[config.mk]
export PLATFORM = sky130hd
export DESIGN_NAME = edf_tick_scheduler
export DESIGN_NICKNAME = d
export VERILOG_FILES = /design/src/rtl/core/edf_pkg.sv /design/src/rtl/core/edf_ctrl.sv /design/src/rtl/core/edf_dpath.sv /design/src/rtl/core/edf_tick_scheduler.sv
export SDC_FILE = /design/constraint.sdc
export NUM_CORES = 2
export LEC_CHECK = 0
export ABC_AREA = 1
export BUFFER_PORTS_ARGS = -buffer_cell sky130_fd_sc_hd__buf_4
export CORE_UTILIZATION = 65
export CTS_CLUSTER_DIAMETER = 60
export CTS_CLUSTER_SIZE = 24
export DETAILED_ROUTE_END_ITERATION = 8
export PLACE_DENSITY_LB_ADDON = 0.08
export SLEW_MARGIN = 10
export SYNTH_ARGS = -nofsm -noshare
export SYNTH_HDL_FRONTEND = slang
export SYNTH_SLANG_ARGS = --single-unit
[constraint.sdc]
create_clock -name i_clk -period 13.29 [get_ports i_clk]
set_input_delay 1.9935 -clock i_clk [delete_from_list [all_inputs] [get_ports i_clk]]
set_output_delay 1.9935 -clock i_clk [all_outputs]
set_load 0.01 [all_outputs]
[src/rtl/core/edf_pkg.sv]
// edf_pkg: shared types and constants of the edf tick scheduler
// command codes, field widths, controller to datapath command and status structs
// no dependencies
package edf_pkg;

    localparam int TASK_SLOTS_DEF = 8;
    localparam int TIME_BITS_DEF  = 32;

    localparam int CMD_W  = 2;
    localparam int SLOT_W = 3;
    localparam int VAL_W  = 16;
    localparam int ACT_W  = 4;
    localparam int TICK_W = 32;
    localparam int BL_W   = 8;

    localparam logic [BL_W-1:0] BL_MAX = 8'd255;
    localparam logic [ACT_W-1:0] ACTIVE_RST = 4'd1;

    typedef logic [CMD_W-1:0] t_cmd;

    localparam t_cmd CMD_LOAD    = 2'd0;
    localparam t_cmd CMD_RESTART = 2'd1;
    localparam t_cmd CMD_TICK    = 2'd2;

    typedef struct packed {
        logic capture;
        logic start;
        logic load;
        logic restart;
        logic scan;
        logic apply;
        logic publish;
    } t_dp_cmd;

    typedef struct packed {
        t_cmd item_cmd;
    } t_dp_stat;

endpackage

[src/rtl/core/edf_ctrl.sv]
// edf_ctrl: sequencing state machine of the edf tick scheduler
// owns the handshakes, the active slot count and the slot scan counter
// depends on edf_pkg
module edf_ctrl
    import edf_pkg::*;
#(
    parameter int TASK_SLOTS = TASK_SLOTS_DEF
) (
    input  logic                i_clk,
    input  logic                i_rst_n,
    input  logic                i_in_valid,
    output logic                o_in_stall,
    output logic                o_out_valid,
    input  logic                i_out_stall,
    input  logic                i_cfg_valid,
    input  logic [ACT_W-1:0]    i_cfg_data,
    input  t_dp_stat            i_stat,
    output t_dp_cmd             o_cmd,
    output logic [(TASK_SLOTS > 1 ? $clog2(TASK_SLOTS) : 1)-1:0] o_idx
);

    localparam int IW  = (TASK_SLOTS > 1) ? $clog2(TASK_SLOTS) : 1;
    localparam int CNW = $clog2(TASK_SLOTS + 1);
    localparam int CW  = (CNW > ACT_W) ? CNW : ACT_W;

    typedef enum logic [2:0] {
        S_IDLE,
        S_DECODE,
        S_SCAN,
        S_APPLY,
        S_FINISH
    } t_state;

    t_state            r_state;
    logic [IW-1:0]     r_idx;
    logic [ACT_W-1:0]  r_active;
    logic              r_out_valid;

    logic [CW-1:0]     w_active_ext;
    logic [CW-1:0]     w_count;
    logic              w_last;
    t_dp_cmd           w_cmd;

    always_comb begin
        w_active_ext = CW'(r_active);
        w_count = (w_active_ext > CW'(TASK_SLOTS)) ? CW'(TASK_SLOTS) : w_active_ext;
        w_last = ((CW'(r_idx) + CW'(1)) == w_count);

        w_cmd = '0;
        w_cmd.capture = (r_state == S_IDLE) && i_in_valid;
        w_cmd.start   = (r_state == S_DECODE);
        w_cmd.load    = (r_state == S_DECODE) && (i_stat.item_cmd == CMD_LOAD);
        w_cmd.restart = (r_state == S_DECODE) && (i_stat.item_cmd == CMD_RESTART);
        w_cmd.scan    = (r_state == S_SCAN);
        w_cmd.apply   = (r_state == S_APPLY);
        w_cmd.publish = (r_state == S_FINISH) && (!r_out_valid || !i_out_stall);
    end

    always_ff @(posedge i_clk) begin
        if (!i_rst_n) begin
            r_state     <= S_IDLE;
            r_idx       <= '0;
            r_active    <= ACTIVE_RST;
            r_out_valid <= 1'b0;
        end else begin
            if (i_cfg_valid) begin
                r_active <= i_cfg_data;
            end
            if (w_cmd.publish) begin
                r_out_valid <= 1'b1;
            end else if (!i_out_stall) begin
                r_out_valid <= 1'b0;
            end
            unique case (r_state)
                S_IDLE: begin
                    if (i_in_valid) begin
                        r_state <= S_DECODE;
                    end
                end
                S_DECODE: begin
                    r_idx <= '0;
                    if (i_stat.item_cmd == CMD_TICK) begin
                        r_state <= (w_count == '0) ? S_APPLY : S_SCAN;
                    end else begin
                        r_state <= S_FINISH;
                    end
                end
                S_SCAN: begin
                    if (w_last) begin
                        r_state <= S_APPLY;
                    end else begin
                        r_idx <= r_idx + IW'(1);
                    end
                end
                S_APPLY: begin
                    r_state <= S_FINISH;
                end
                S_FINISH: begin
                    if (w_cmd.publish) begin
                        r_state <= S_IDLE;
                    end
                end
                default: begin
                    r_state <= S_IDLE;
                end
            endcase
        end
    end

    assign o_in_stall  = (r_state != S_IDLE);
    assign o_out_valid = r_out_valid;
    assign o_cmd       = w_cmd;
    assign o_idx       = r_idx;

endmodule

[src/rtl/core/edf_dpath.sv]
// edf_dpath: task tables, release and earliest-deadline scan, result register
// one slot is examined per scan command, the picked slot is updated on apply
// depends on edf_pkg
module edf_dpath
    import edf_pkg::*;
#(
    parameter int TASK_SLOTS = TASK_SLOTS_DEF,
    parameter int TIME_BITS  = TIME_BITS_DEF
) (
    input  logic                i_clk,
    input  logic                i_rst_n,
    input  t_cmd                i_command,
    input  logic [SLOT_W-1:0]   i_slot,
    input  logic [VAL_W-1:0]    i_run_length,
    input  logic [VAL_W-1:0]    i_relative_deadline,
    input  logic [VAL_W-1:0]    i_release_period,
    input  t_dp_cmd             i_cmd,
    input  logic [(TASK_SLOTS > 1 ? $clog2(TASK_SLOTS) : 1)-1:0] i_idx,
    output t_dp_stat            o_stat,
    output logic [TICK_W-1:0]   o_tick_time,
    output logic                o_busy_res,
    output logic [SLOT_W-1:0]   o_chosen_slot,
    output logic                o_job_done,
    output logic                o_late,
    output logic                o_backlog_full
);

    localparam int IW = (TASK_SLOTS > 1) ? $clog2(TASK_SLOTS) : 1;
    localparam int TB = TIME_BITS;
    localparam logic [TB-1:0] TOP = TB'(1) << (TB - 1);

    // task parameters and schedule state
    logic [VAL_W-1:0] r_job_len   [TASK_SLOTS];
    logic [VAL_W-1:0] r_dl_off    [TASK_SLOTS];
    logic [VAL_W-1:0] r_period    [TASK_SLOTS];
    logic [TB-1:0]    r_next_rel  [TASK_SLOTS];
    logic [BL_W-1:0]  r_backlog   [TASK_SLOTS];
    logic [VAL_W-1:0] r_head_left [TASK_SLOTS];
    logic [TB-1:0]    r_head_due  [TASK_SLOTS];
    logic [TB-1:0]    r_now;

    // captured item
    t_cmd             r_cmd;
    logic [SLOT_W-1:0] r_slot;
    logic [VAL_W-1:0] r_run;
    logic [VAL_W-1:0] r_dl;
    logic [VAL_W-1:0] r_per;

    // best candidate so far
    logic             r_have;
    logic [IW-1:0]    r_pick;
    logic [TB-1:0]    r_best;
    logic [VAL_W-1:0] r_pk_left;
    logic [TB-1:0]    r_pk_due;
    logic [BL_W-1:0]  r_pk_bc;
    logic [VAL_W-1:0] r_pk_len;
    logic [VAL_W-1:0] r_pk_per;

    // result
    logic [TB-1:0]    r_time;
    logic             r_full;
    logic             r_busy;
    logic             r_done;
    logic             r_late;
    logic [TICK_W-1:0] r_o_time;
    logic             r_o_busy;
    logic [SLOT_W-1:0] r_o_slot;
    logic             r_o_done;
    logic             r_o_late;
    logic             r_o_full;

    logic [IW+SLOT_W-1:0]   w_slot_ext;
    logic [IW-1:0]          w_slot_idx;
    logic                   w_slot_ok;

    logic [VAL_W-1:0] w_jl;
    logic [VAL_W-1:0] w_doff;
    logic [VAL_W-1:0] w_per;
    logic [TB-1:0]    w_nr;
    logic [BL_W-1:0]  w_bc;
    logic [VAL_W-1:0] w_hl;
    logic [TB-1:0]    w_hd;
    logic             w_rel;
    logic             w_fresh;
    logic [TB-1:0]    w_nr_n;
    logic [BL_W-1:0]  w_bc_n;
    logic [VAL_W-1:0] w_hl_n;
    logic [TB-1:0]    w_hd_n;
    logic             w_full_hit;
    logic [TB-1:0]    w_dist;
    logic [TB-1:0]    w_key;
    logic             w_better;

    logic [VAL_W-1:0] w_left_m1;
    logic [BL_W-1:0]  w_bc_m1;
    logic             w_fin;
    logic [VAL_W-1:0] w_ap_left;
    logic [BL_W-1:0]  w_ap_bc;
    logic [TB-1:0]    w_ap_due;
    logic [TB-1:0]    w_late_diff;
    logic             w_late;

    logic [TB+TICK_W-1:0]   w_time_ext;
    logic [IW+SLOT_W-1:0]   w_pick_ext;
    logic                   w_is_tick;

    assign w_slot_ext = {{IW{1'b0}}, r_slot};
    assign w_slot_idx = w_slot_ext[IW-1:0];
    assign w_slot_ok  = (32'(r_slot) < 32'(TASK_SLOTS));

    // release and candidate test for the slot under scan
    always_comb begin
        w_jl   = r_job_len[i_idx];
        w_doff = r_dl_off[i_idx];
        w_per  = r_period[i_idx];
        w_nr   = r_next_rel[i_idx];
        w_bc   = r_backlog[i_idx];
        w_hl   = r_head_left[i_idx];
        w_hd   = r_head_due[i_idx];

        w_rel      = (w_nr == r_now);
        w_nr_n     = w_rel ? (w_nr + TB'(w_per)) : w_nr;
        w_fresh    = w_rel && (w_jl != '0) && (w_bc == '0);
        w_bc_n     = w_bc;
        w_hl_n     = w_hl;
        w_hd_n     = w_hd;
        w_full_hit = 1'b0;
        if (w_rel && (w_jl != '0)) begin
            if (w_bc == '0) begin
                w_hl_n = w_jl;
                w_hd_n = r_now + TB'(w_doff);
                w_bc_n = BL_W'(1);
            end else if (w_bc == BL_MAX) begin
                w_full_hit = 1'b1;
            end else begin
                w_bc_n = w_bc + BL_W'(1);
            end
        end

        // a fresh head sits exactly its deadline offset ahead of now
        w_dist   = w_fresh ? TB'(w_doff) : (w_hd - r_now);
        w_key    = w_dist ^ TOP;
        w_better = (w_bc_n != '0) && (w_hl_n != '0) && (!r_have || (w_key < r_best));
    end

    // one unit of work on the picked head
    always_comb begin
        w_left_m1 = r_pk_left - VAL_W'(1);
        w_bc_m1   = r_pk_bc - BL_W'(1);
        w_fin     = (w_left_m1 == '0);
        w_ap_left = w_left_m1;
        w_ap_bc   = r_pk_bc;
        w_ap_due  = r_pk_due;
        if (w_fin) begin
            w_ap_bc = w_bc_m1;
            if (w_bc_m1 != '0) begin
                if (r_pk_len == '0) begin
                    w_ap_bc = '0;
                end else begin
                    w_ap_left = r_pk_len;
                    w_ap_due  = r_pk_due + TB'(r_pk_per);
                end
            end
        end
        w_late_diff = r_now + TB'(1) - r_pk_due;
        w_late = w_fin && (w_late_diff != '0) && !w_late_diff[TB-1];
    end

    always_ff @(posedge i_clk) begin
        if (!i_rst_n) begin
            for (int k = 0; k < TASK_SLOTS; k++) begin
                r_job_len[k]   <= '0;
                r_dl_off[k]    <= '0;
                r_period[k]    <= '0;
                r_next_rel[k]  <= '0;
                r_backlog[k]   <= '0;
                r_head_left[k] <= '0;
                r_head_due[k]  <= '0;
            end
            r_now <= '0;
        end else begin
            if (i_cmd.load && w_slot_ok) begin
                r_job_len[w_slot_idx] <= r_run;
                r_dl_off[w_slot_idx]  <= r_dl;
                r_period[w_slot_idx]  <= r_per;
            end
            if (i_cmd.restart) begin
                for (int k = 0; k < TASK_SLOTS; k++) begin
                    r_next_rel[k]  <= '0;
                    r_backlog[k]   <= '0;
                    r_head_left[k] <= '0;
                    r_head_due[k]  <= '0;
                end
                r_now <= '0;
            end
            if (i_cmd.scan) begin
                r_next_rel[i_idx]  <= w_nr_n;
                r_backlog[i_idx]   <= w_bc_n;
                r_head_left[i_idx] <= w_hl_n;
                r_head_due[i_idx]  <= w_hd_n;
            end
            if (i_cmd.apply) begin
                if (r_have) begin
                    r_head_left[r_pick] <= w_ap_left;
                    r_backlog[r_pick]   <= w_ap_bc;
                    r_head_due[r_pick]  <= w_ap_due;
                end
                r_now <= r_now + TB'(1);
            end
        end
    end

    assign w_time_ext = {{TICK_W{1'b0}}, r_time};
    assign w_pick_ext = {{SLOT_W{1'b0}}, r_pick};
    assign w_is_tick  = (r_cmd == CMD_TICK);

    always_ff @(posedge i_clk) begin
        if (i_cmd.capture) begin
            r_cmd  <= i_command;
            r_slot <= i_slot;
            r_run  <= i_run_length;
            r_dl   <= i_relative_deadline;
            r_per  <= i_release_period;
        end
        if (i_cmd.start) begin
            r_have <= 1'b0;
            r_pick <= '0;
            r_full <= 1'b0;
            r_busy <= 1'b0;
            r_done <= 1'b0;
            r_late <= 1'b0;
            r_time <= r_now;
        end
        if (i_cmd.scan) begin
            if (w_full_hit) begin
                r_full <= 1'b1;
            end
            if (w_better) begin
                r_have    <= 1'b1;
                r_pick    <= i_idx;
                r_best    <= w_key;
                r_pk_left <= w_hl_n;
                r_pk_due  <= w_hd_n;
                r_pk_bc   <= w_bc_n;
                r_pk_len  <= w_jl;
                r_pk_per  <= w_per;
            end
        end
        if (i_cmd.apply) begin
            r_busy <= r_have;
            r_done <= r_have && w_fin;
            r_late <= r_have && w_late;
        end
        if (i_cmd.publish) begin
            r_o_time <= w_is_tick ? w_time_ext[TICK_W-1:0] : '0;
            r_o_busy <= w_is_tick && r_busy;
            r_o_slot <= (w_is_tick && r_have) ? w_pick_ext[SLOT_W-1:0] : '0;
            r_o_done <= w_is_tick && r_done;
            r_o_late <= w_is_tick && r_late;
            r_o_full <= w_is_tick && r_full;
        end
    end

    assign o_stat.item_cmd = r_cmd;
    assign o_tick_time     = r_o_time;
    assign o_busy_res      = r_o_busy;
    assign o_chosen_slot   = r_o_slot;
    assign o_job_done      = r_o_done;
    assign o_late          = r_o_late;
    assign o_backlog_full  = r_o_full;

endmodule

[src/rtl/core/edf_tick_scheduler.sv]
// edf_tick_scheduler: top level of the per-tick earliest-deadline-first scheduler
// joins the controller and the datapath
// depends on edf_pkg, edf_ctrl, edf_dpath
//
// usage
// input channel i_in_valid / o_in_stall carries one command item: load task
// parameters into a slot, restart the schedule, or execute one time tick.
// output channel o_out_valid / i_out_stall returns one result item per command;
// load, restart and unused codes return an all-zero item.
// configuration channel i_cfg_valid / o_cfg_ready writes the active slot count;
// it is always ready.
// a tick is decoded, then scans the first n slots, n being the active slot count
// capped at TASK_SLOTS: the slots are released and compared one per cycle through
// a single compare unit, then the picked slot is updated and the result is
// published from the finish state. load and restart go from decode straight to
// finish; restart clears all schedule state in the decode state.
// the result sits in an output register, so the next item is taken while the
// previous result waits; a stalled receiver holds the block before it writes
// the following result. synchronous reset clears all tables, time and the count
// (to one active slot).
module edf_tick_scheduler
    import edf_pkg::*;
#(
    parameter int TASK_SLOTS = TASK_SLOTS_DEF,
    parameter int TIME_BITS  = TIME_BITS_DEF
) (
    input  logic                i_clk,
    input  logic                i_rst_n,
    input  logic                i_in_valid,
    output logic                o_in_stall,
    input  logic [CMD_W-1:0]    i_command,
    input  logic [SLOT_W-1:0]   i_slot,
    input  logic [VAL_W-1:0]    i_run_length,
    input  logic [VAL_W-1:0]    i_relative_deadline,
    input  logic [VAL_W-1:0]    i_release_period,
    output logic                o_out_valid,
    input  logic                i_out_stall,
    output logic [TICK_W-1:0]   o_tick_time,
    output logic                o_busy_res,
    output logic [SLOT_W-1:0]   o_chosen_slot,
    output logic                o_job_done,
    output logic                o_late,
    output logic                o_backlog_full,
    input  logic                i_cfg_valid,
    output logic                o_cfg_ready,
    input  logic [ACT_W-1:0]    i_cfg_data
);

    localparam int IW = (TASK_SLOTS > 1) ? $clog2(TASK_SLOTS) : 1;

    t_dp_cmd        w_cmd;
    t_dp_stat       w_stat;
    logic [IW-1:0]  w_idx;

    edf_ctrl #(
        .TASK_SLOTS (TASK_SLOTS)
    ) u_ctrl (
        .i_clk       (i_clk),
        .i_rst_n     (i_rst_n),
        .i_in_valid  (i_in_valid),
        .o_in_stall  (o_in_stall),
        .o_out_valid (o_out_valid),
        .i_out_stall (i_out_stall),
        .i_cfg_valid (i_cfg_valid),
        .i_cfg_data  (i_cfg_data),
        .i_stat      (w_stat),
        .o_cmd       (w_cmd),
        .o_idx       (w_idx)
    );

    edf_dpath #(
        .TASK_SLOTS (TASK_SLOTS),
        .TIME_BITS  (TIME_BITS)
    ) u_dpath (
        .i_clk               (i_clk),
        .i_rst_n             (i_rst_n),
        .i_command           (i_command),
        .i_slot              (i_slot),
        .i_run_length        (i_run_length),
        .i_relative_deadline (i_relative_deadline),
        .i_release_period    (i_release_period),
        .i_cmd               (w_cmd),
        .i_idx               (w_idx),
        .o_stat              (w_stat),
        .o_tick_time         (o_tick_time),
        .o_busy_res          (o_busy_res),
        .o_chosen_slot       (o_chosen_slot),
        .o_job_done          (o_job_done),
        .o_late              (o_late),
        .o_backlog_full      (o_backlog_full)
    );

    assign o_cfg_ready = 1'b1;

endmodule

# After elaboration in Yosys (flattened, before gate mapping)
# Memory sizes are Yosys's and may differ from the RTL's. A register that Yosys moved wholly into a read port is not among the register bits.
# Cells that the tools add are included.
totals:
  reg_bits: 295
  output_inout_bits: 42
  elab_cells: 284
  ram_bits: 1088
  n_memories: 7
op_classes:
  mux: 137
  eq_ne: 14
  add_sub_neg: 11
  n_reduce_logical: 51
  magnitude_cmp: 2
  n_bitwise: 33
memory_table:
  columns: ["memory", "words", "width", "rd", "rd_ports_with_merged_regs", "write_ports", "line", "source"]
  rows:
  - ["u_dpath.r_head_due", 8, 32, 1, 1, 8, "edf_dpath.sv:39", "logic [TB-1:0] r_head_due [TASK_SLOTS];"]
  - ["u_dpath.r_next_rel", 8, 32, 1, 1, 8, "edf_dpath.sv:36", "logic [TB-1:0] r_next_rel [TASK_SLOTS];"]
  - ["u_dpath.r_dl_off", 8, 16, 1, 1, 8, "edf_dpath.sv:34", "logic [VAL_W-1:0] r_dl_off [TASK_SLOTS];"]
  - ["u_dpath.r_head_left", 8, 16, 1, 1, 8, "edf_dpath.sv:38", "logic [VAL_W-1:0] r_head_left [TASK_SLOTS];"]
  - ["u_dpath.r_job_len", 8, 16, 1, 1, 8, "edf_dpath.sv:33", "logic [VAL_W-1:0] r_job_len [TASK_SLOTS];"]
  - ["u_dpath.r_period", 8, 16, 1, 1, 8, "edf_dpath.sv:35", "logic [VAL_W-1:0] r_period [TASK_SLOTS];"]
  - ["1 more memories", null, null, null, null, null, null, null]
ops:
  columns: ["operator", "n"]
  rows:
  - ["$mux 32", 28]
  - ["$mux 16", 18]
  - ["$mux 8", 16]
  - ["$add 32x16->32", 3]
  - ["$mux 3", 32]
  - ["$reduce_or 32->1", 3]
  - ["$reduce_or 16->1", 5]
  - ["$sub 32x32->32", 2]
  - ["$mux 1", 40]
  - ["$add 32x1->32 const B", 1]
  - ["$eq 32x32->1", 1]
  - ["$logic_not 16->1", 2]
  - ["$lt 32x32->1", 1]
  - ["$or 1x1->1", 32]
  - ["$reduce_bool 16->1", 2]
  - ["$reduce_bool 32->1", 1]
  - ["$logic_and 1x1->1", 17]
  - ["$reduce_bool 8->1", 2]
  - ["$reduce_or 8->1", 2]
  - ["$sub 16x1->16 const B", 1]
  - ["$pmux 3 s5", 1]
  - ["$add 8x1->8 const B", 1]
  - ["$eq 8x8->1 const B", 1]
  - ["$logic_not 8->1", 1]
  - ["24 further kinds", 35]

# Longest topological paths before layout
logic_depth:
  depth_word: 10
  mapped_depth: 43
  depth_no_buf: 36

# By module
# A second synthesis with hierarchy kept.
unflattened:
  hier_cells: 6811
  area_unflattened_um2: 67803.8
by_module_without_submodules:
  columns: ["mod", "cells_per_inst", "area_per_inst_um2", "n_inst"]
  rows:
  - ["edf_dpath", 6704, 67124.4, 1]
  - ["edf_ctrl", 105, 668.1, 1]
  - ["edf_tick_scheduler", 2, 11.3, 1]

# Least setup slack after synthesis
# Ideal clock, no wire load.
synth_timing:
  path_type: "reg2reg"
  startpoint: "reg (tool-made name)"
  endpoint: "reg u_dpath.r_best[0] (enable)"
  setup_time_ns: 0.473
  required_ns: 12.817
  path_stages_with_launch: 42
  slack_ns: 4.704
  arrival_ns: 8.112
  cell_sequence: "dfxtp_1 -> inv_2 -> buf_4 -> buf_6 -> buf_4 -> buf_2 -> buf_2 -> clkbuf_1 -> clkbuf_1 -> nor2_1 -> o22ai_1 -> nor2_1 -> a31oi_1 -> ha_1 -> a21oi_1 -> o21ai_0 -> a21oi_1 -> o21bai_1 -> [... 6 more ...] -> a21boi_0 -> inv_1 -> nand2_1 -> nand2_1 -> a21o_1 -> or2_2 -> nand3_1 -> inv_1 -> ha_1 -> nand2_1 -> nor2_1 -> a211oi_1 -> o221ai_1 -> a21oi_1 -> nand2_1 -> nand2_1 -> nand2_4 -> inv_1"
synth_lines:
  columns: ["item", "line", "source"]
  rows:
  - ["end signal, assigned", "edf_dpath.sv:241", "r_best <= w_key;"]
  - ["end, declared", "edf_dpath.sv:52", "logic [TB-1:0] r_best;"]

==> impl_results.md <==
- Status: complete, no violations
- Max VDD drop: 0.161 mV
- Sequential area share after synthesis: 60.3%
- 1st-iter DRT viols: 6165
- Largest net degree at the start of global routing: 205
- Crit-path slowest cell: buf_4
- Final Cell Area: 0.0737 mm^2
- Ys Warns: 0
- RSZ-0062 raised after global routing: no
- EDFF count, synth: 1335
- Average size of a mapped cell: 9.44 um^2
- First-pass GRT wire length: 287 mm
- Ys async rst share: 0%
- GP Congestion: 0.931
- Area growth syn-to-layout: 8.05%
- Worst reg2reg endpoint: u_dpath.r_best[24]$_DFFE_PP_
- Core area: 0.104 mm^2
- Worst-path fanout max: 72
- CTS Buf Count: 106
- Fin Clk Skew: 32.3 ps
- Final period util: 69.9%
- Layout cells sized above 1: 6.41%
- Total GRT Usage: 35.4%
- Fin cells: 8603
- Startpoint Class: flop
- Hold path start: u_dpath.r_full$_DFF_P_
- Max Clk Rate: 0.108 GHz
- Routed via count: 52.0k
- Clock Sinks: between 1k and 1.5k
- Final wirelength: 190 mm
- FF+latch count, synth: 1386
- Worst Hold Depth: 2
- Leak Pwr: 0.0295 uW
- Post-Synthesis Net Count: 7440
- Routed WL per cell: around 22 um
- Hold endpoint: u_dpath.r_full$_DFF_P_
- Netlist cell types: 63
- Register area: roughly 0.04 mm^2
- Total die area: around 0.11 mm^2
- Placed inst area: 0.0698 mm^2
- Worst Path Arrival: 9630 ps
- Initial antenna violation count: 1
- Row count: 118
- Final hold vios: 0
- Initial Utilization: 65.7%
- Core Util, Final: 71.0%
- Mapped Area: 0.0682 mm^2
- Setup-failing EPs final: 0
- Least-Margin Pin Slew: 1160 ps
- Min Tclk post-route: 9280 ps
- Worst Setup End Kind: flop
- Clock Latency Late Sink: 740 ps
- # nets final: 7345
- Setup TNS: 0 ps
- Slew Limit Headroom: 22.4%
- Drt first pass iters: 6
- # DRC: 0
- Pwr per Cell Area: between 100 and 150 mW/mm^2
- Worst path max stage delay: 850 ps
- Post-CTS Setup Repair Bufs: 0
- Max Root-Sink Buffers: 3
- Cell mode on critical path: nand2_1
- Die width: 326 um
- # H-tree levels: 3
- Crit Path Category: reg2reg
- I/O pin count: between 100 and 150
- Count of cells along the worst register-to-register path: 32
- Detailed Place HPWL: between 100 and 150 mm
- Required time worst endpoint: 13640 ps
- Final Max Slew Viols: 0
- Number of global-route vias before repair: 49.7k
- Clk pin slew, worst setup/hold paths: 80 ps
- Cts repair resizes: 0
- Antenna viol nets, final: 0
- Footprint of the multi-input gates: between 0.02 and 0.025 mm^2
- Gr ovfl total: 0
- HP Class: reg2reg
- Die Ht: around 330 um
- Buffers added on ports: 102
- R2R Setup Slk: 4010 ps
- Critical path buffer and inverter count: 5
- Post-synthesis instance total: 7224
- DR vias/cell: between 6 and 7
- Fillers: 7780
- Number of hold buffers added after cts: 0
- MaxCap Viol Count: 0
- Final Power: 10600 uW
- CTS tree: built
- Inst Count DP: 8401
- Most used DFF post-synth: edfxtp_1
- Top cell family by delay on the critical path: compound AO/OA/AOI/OAI gates
- Root Driver: clkbuf_16
==> tightest hold or removal path: cells and delay by family (launching register included) <==
family,cells,cell delay [ps]
DFF,1,300
AOI/OAI and AO/OA,1,80
buffers and inverters,1,60
==> where the power goes <==
| group | internal (uW) | total [uW] | switching (uW) |
|---|---|---|---|
| combinational | 563 | 1960 | 1390 |
| sequential | 5050 | 5130 | 88.5 |
| clock | 1720 | 3520 | 1800 |
| total | 7330 | 10600 | 3280 |
==> synthesized netlist by cell type, types with 5 or more instances <==
cell,number,area share [%]
a211oi_1,11,0.12
a21boi_0,7,0.077
a21o_1,7,0.077
a21oi_1,245,1.8
a31oi_1,51,0.47
a32o_1,16,0.23
buf_1,32,0.18
buf_2,73,0.54
buf_4,17,0.19
buf_6,12,0.20
clkbuf_1,242,1.3
clkinv_1,6,0.033
dfxtp_1,51,1.5
edfxtp_1,1335,59
fa_1,5,0.15
ha_1,149,2.7
inv_1,565,3.1
inv_2,10,0.055
mux2i_1,7,0.10
nand2_1,1120,6.2
nand3_1,222,1.6
nand4_1,37,0.34
nor2_1,1942,11
nor3_1,46,0.34
nor4_1,17,0.16
o211ai_1,13,0.14
o21a_1,22,0.24
o21ai_0,516,3.8
o21ai_1,58,0.43
o21bai_1,8,0.088
o221ai_1,8,0.10
o22ai_1,152,1.4
or2_2,17,0.16
xnor2_1,45,0.58
xor2_1,114,1.5
==> metal layers <==
layer / vias to the layer above / track usage, % / wire length [um]
li1: 24100 / - / -
met3: 496 / 4.91 / 19200
met1: 24600 / 47.8 / 72500
met2: 2855 / 57.7 / 90000
met4: 2 / 15.6 / 8490
met5: - / 0 / 11
==> worst max path at each step <==
stage | startpoint | end | slack (ps) | depth (start not counted)
after floorplan | flop | u_dpath.r_best[0]$_DFFE_PP_ | 4700 | 41
after global placement | flop | u_dpath.r_pk_due[27]$_DFFE_PP_ | 4280 | 32
after detailed placement | flop | u_dpath.r_pk_due[27]$_DFFE_PP_ | 4240 | 32
after CTS | flop | u_dpath.r_best[30]$_DFFE_PP_ | 4160 | 32
after global routing | flop | u_dpath.r_best[24]$_DFFE_PP_ | 3280 | 32
final | flop | u_dpath.r_best[24]$_DFFE_PP_ | 4010 | 32
==> cell usage in the layout (no fill, tap or decap), types with 9 or more instances in the layout <==
cell type  Yosys  routed
a21oi_1      245     245
a31oi_1       51      51
inv_8          0      15
nor4_1        17      17
nor2_1      1942    1936
ha_1         149     149
o22ai_1      152     152
edfxtp_1    1335    1335
nand2_2        3      29
clkinv_1       6      12
clkbuf_16      0     106
a211oi_1      11      11
clkinv_8       0      22
clkinv_4       1       9
o21ai_0      516     516
nand4_1       37      37
inv_6          0      12
o211ai_1      13      13
o21ai_1       58      58
dfxtp_1       51      48
buf_4         17     168
nand3_1      222     221
nand2_1     1120    1088
o21a_1        22      22
a32o_1        16      16
or2_2         17      17
inv_1        565     563
xnor2_1       45      45
xor2_1       114     114
nand2_4        3       9
nor3_1        46      46
==> cell families (layout without fill, tap and decap cells) <==
group | after synthesis | count (layout) | share of synthesized area [%]
and+or+nand+nor | 3422 | 3422 | 19.8
DFF | 1386 | 1386 | 60.3
AOI/OAI and AO/OA | 1133 | 1133 | 9.20
buffers and inverters | 958 | 956 | 5.64
xor gates and xnor gates | 159 | 159 | 2.04
adders and majority gates | 154 | 154 | 2.88
muxes | 11 | 11 | 0.180
other | 1 | 2 | 0.00550
==> state kept, by name (all words and copies together) (netlist names), 32 cells and up, named ones only <==
register and count:
u_dpath.r_head_due 256, u_dpath.r_next_rel 256, u_dpath.r_backlog 64, u_dpath.r_time 32, u_dpath.r_now 32, u_dpath.r_head_left 128, u_dpath.r_pk_due 32, u_dpath.r_best 32
u_dpath.r_dl_off 128, u_dpath.r_job_len 128, u_dpath.o_tick_time 32, u_dpath.r_period 128
==> per-stage QoR <==
| step | hold WS (ps) | setup WS (ps) |
|---|---|---|
| after floorplan | 406 | 4700 |
| after detailed placement | 474 | 4240 |
| final | 489 | 4010 |
| after CTS | 489 | 4160 |
| after global routing | 524 | 3280 |
| after global placement | 467 | 4280 |
==> cell type report <==
type / instances / share of cell area [%]
clock buffers: 111 / 3.63
inverters: 582 / 3.00
multi-input cells: 4880 / 31.7
diodes: 1 / 0.00340
repair buffers: 173 / 1.85
well taps: 1380 / 2.34
clock inverters: 90 / 1.64
flip-flops and latches: 1386 / 55.8
Power figures use the tool's default switching activity.
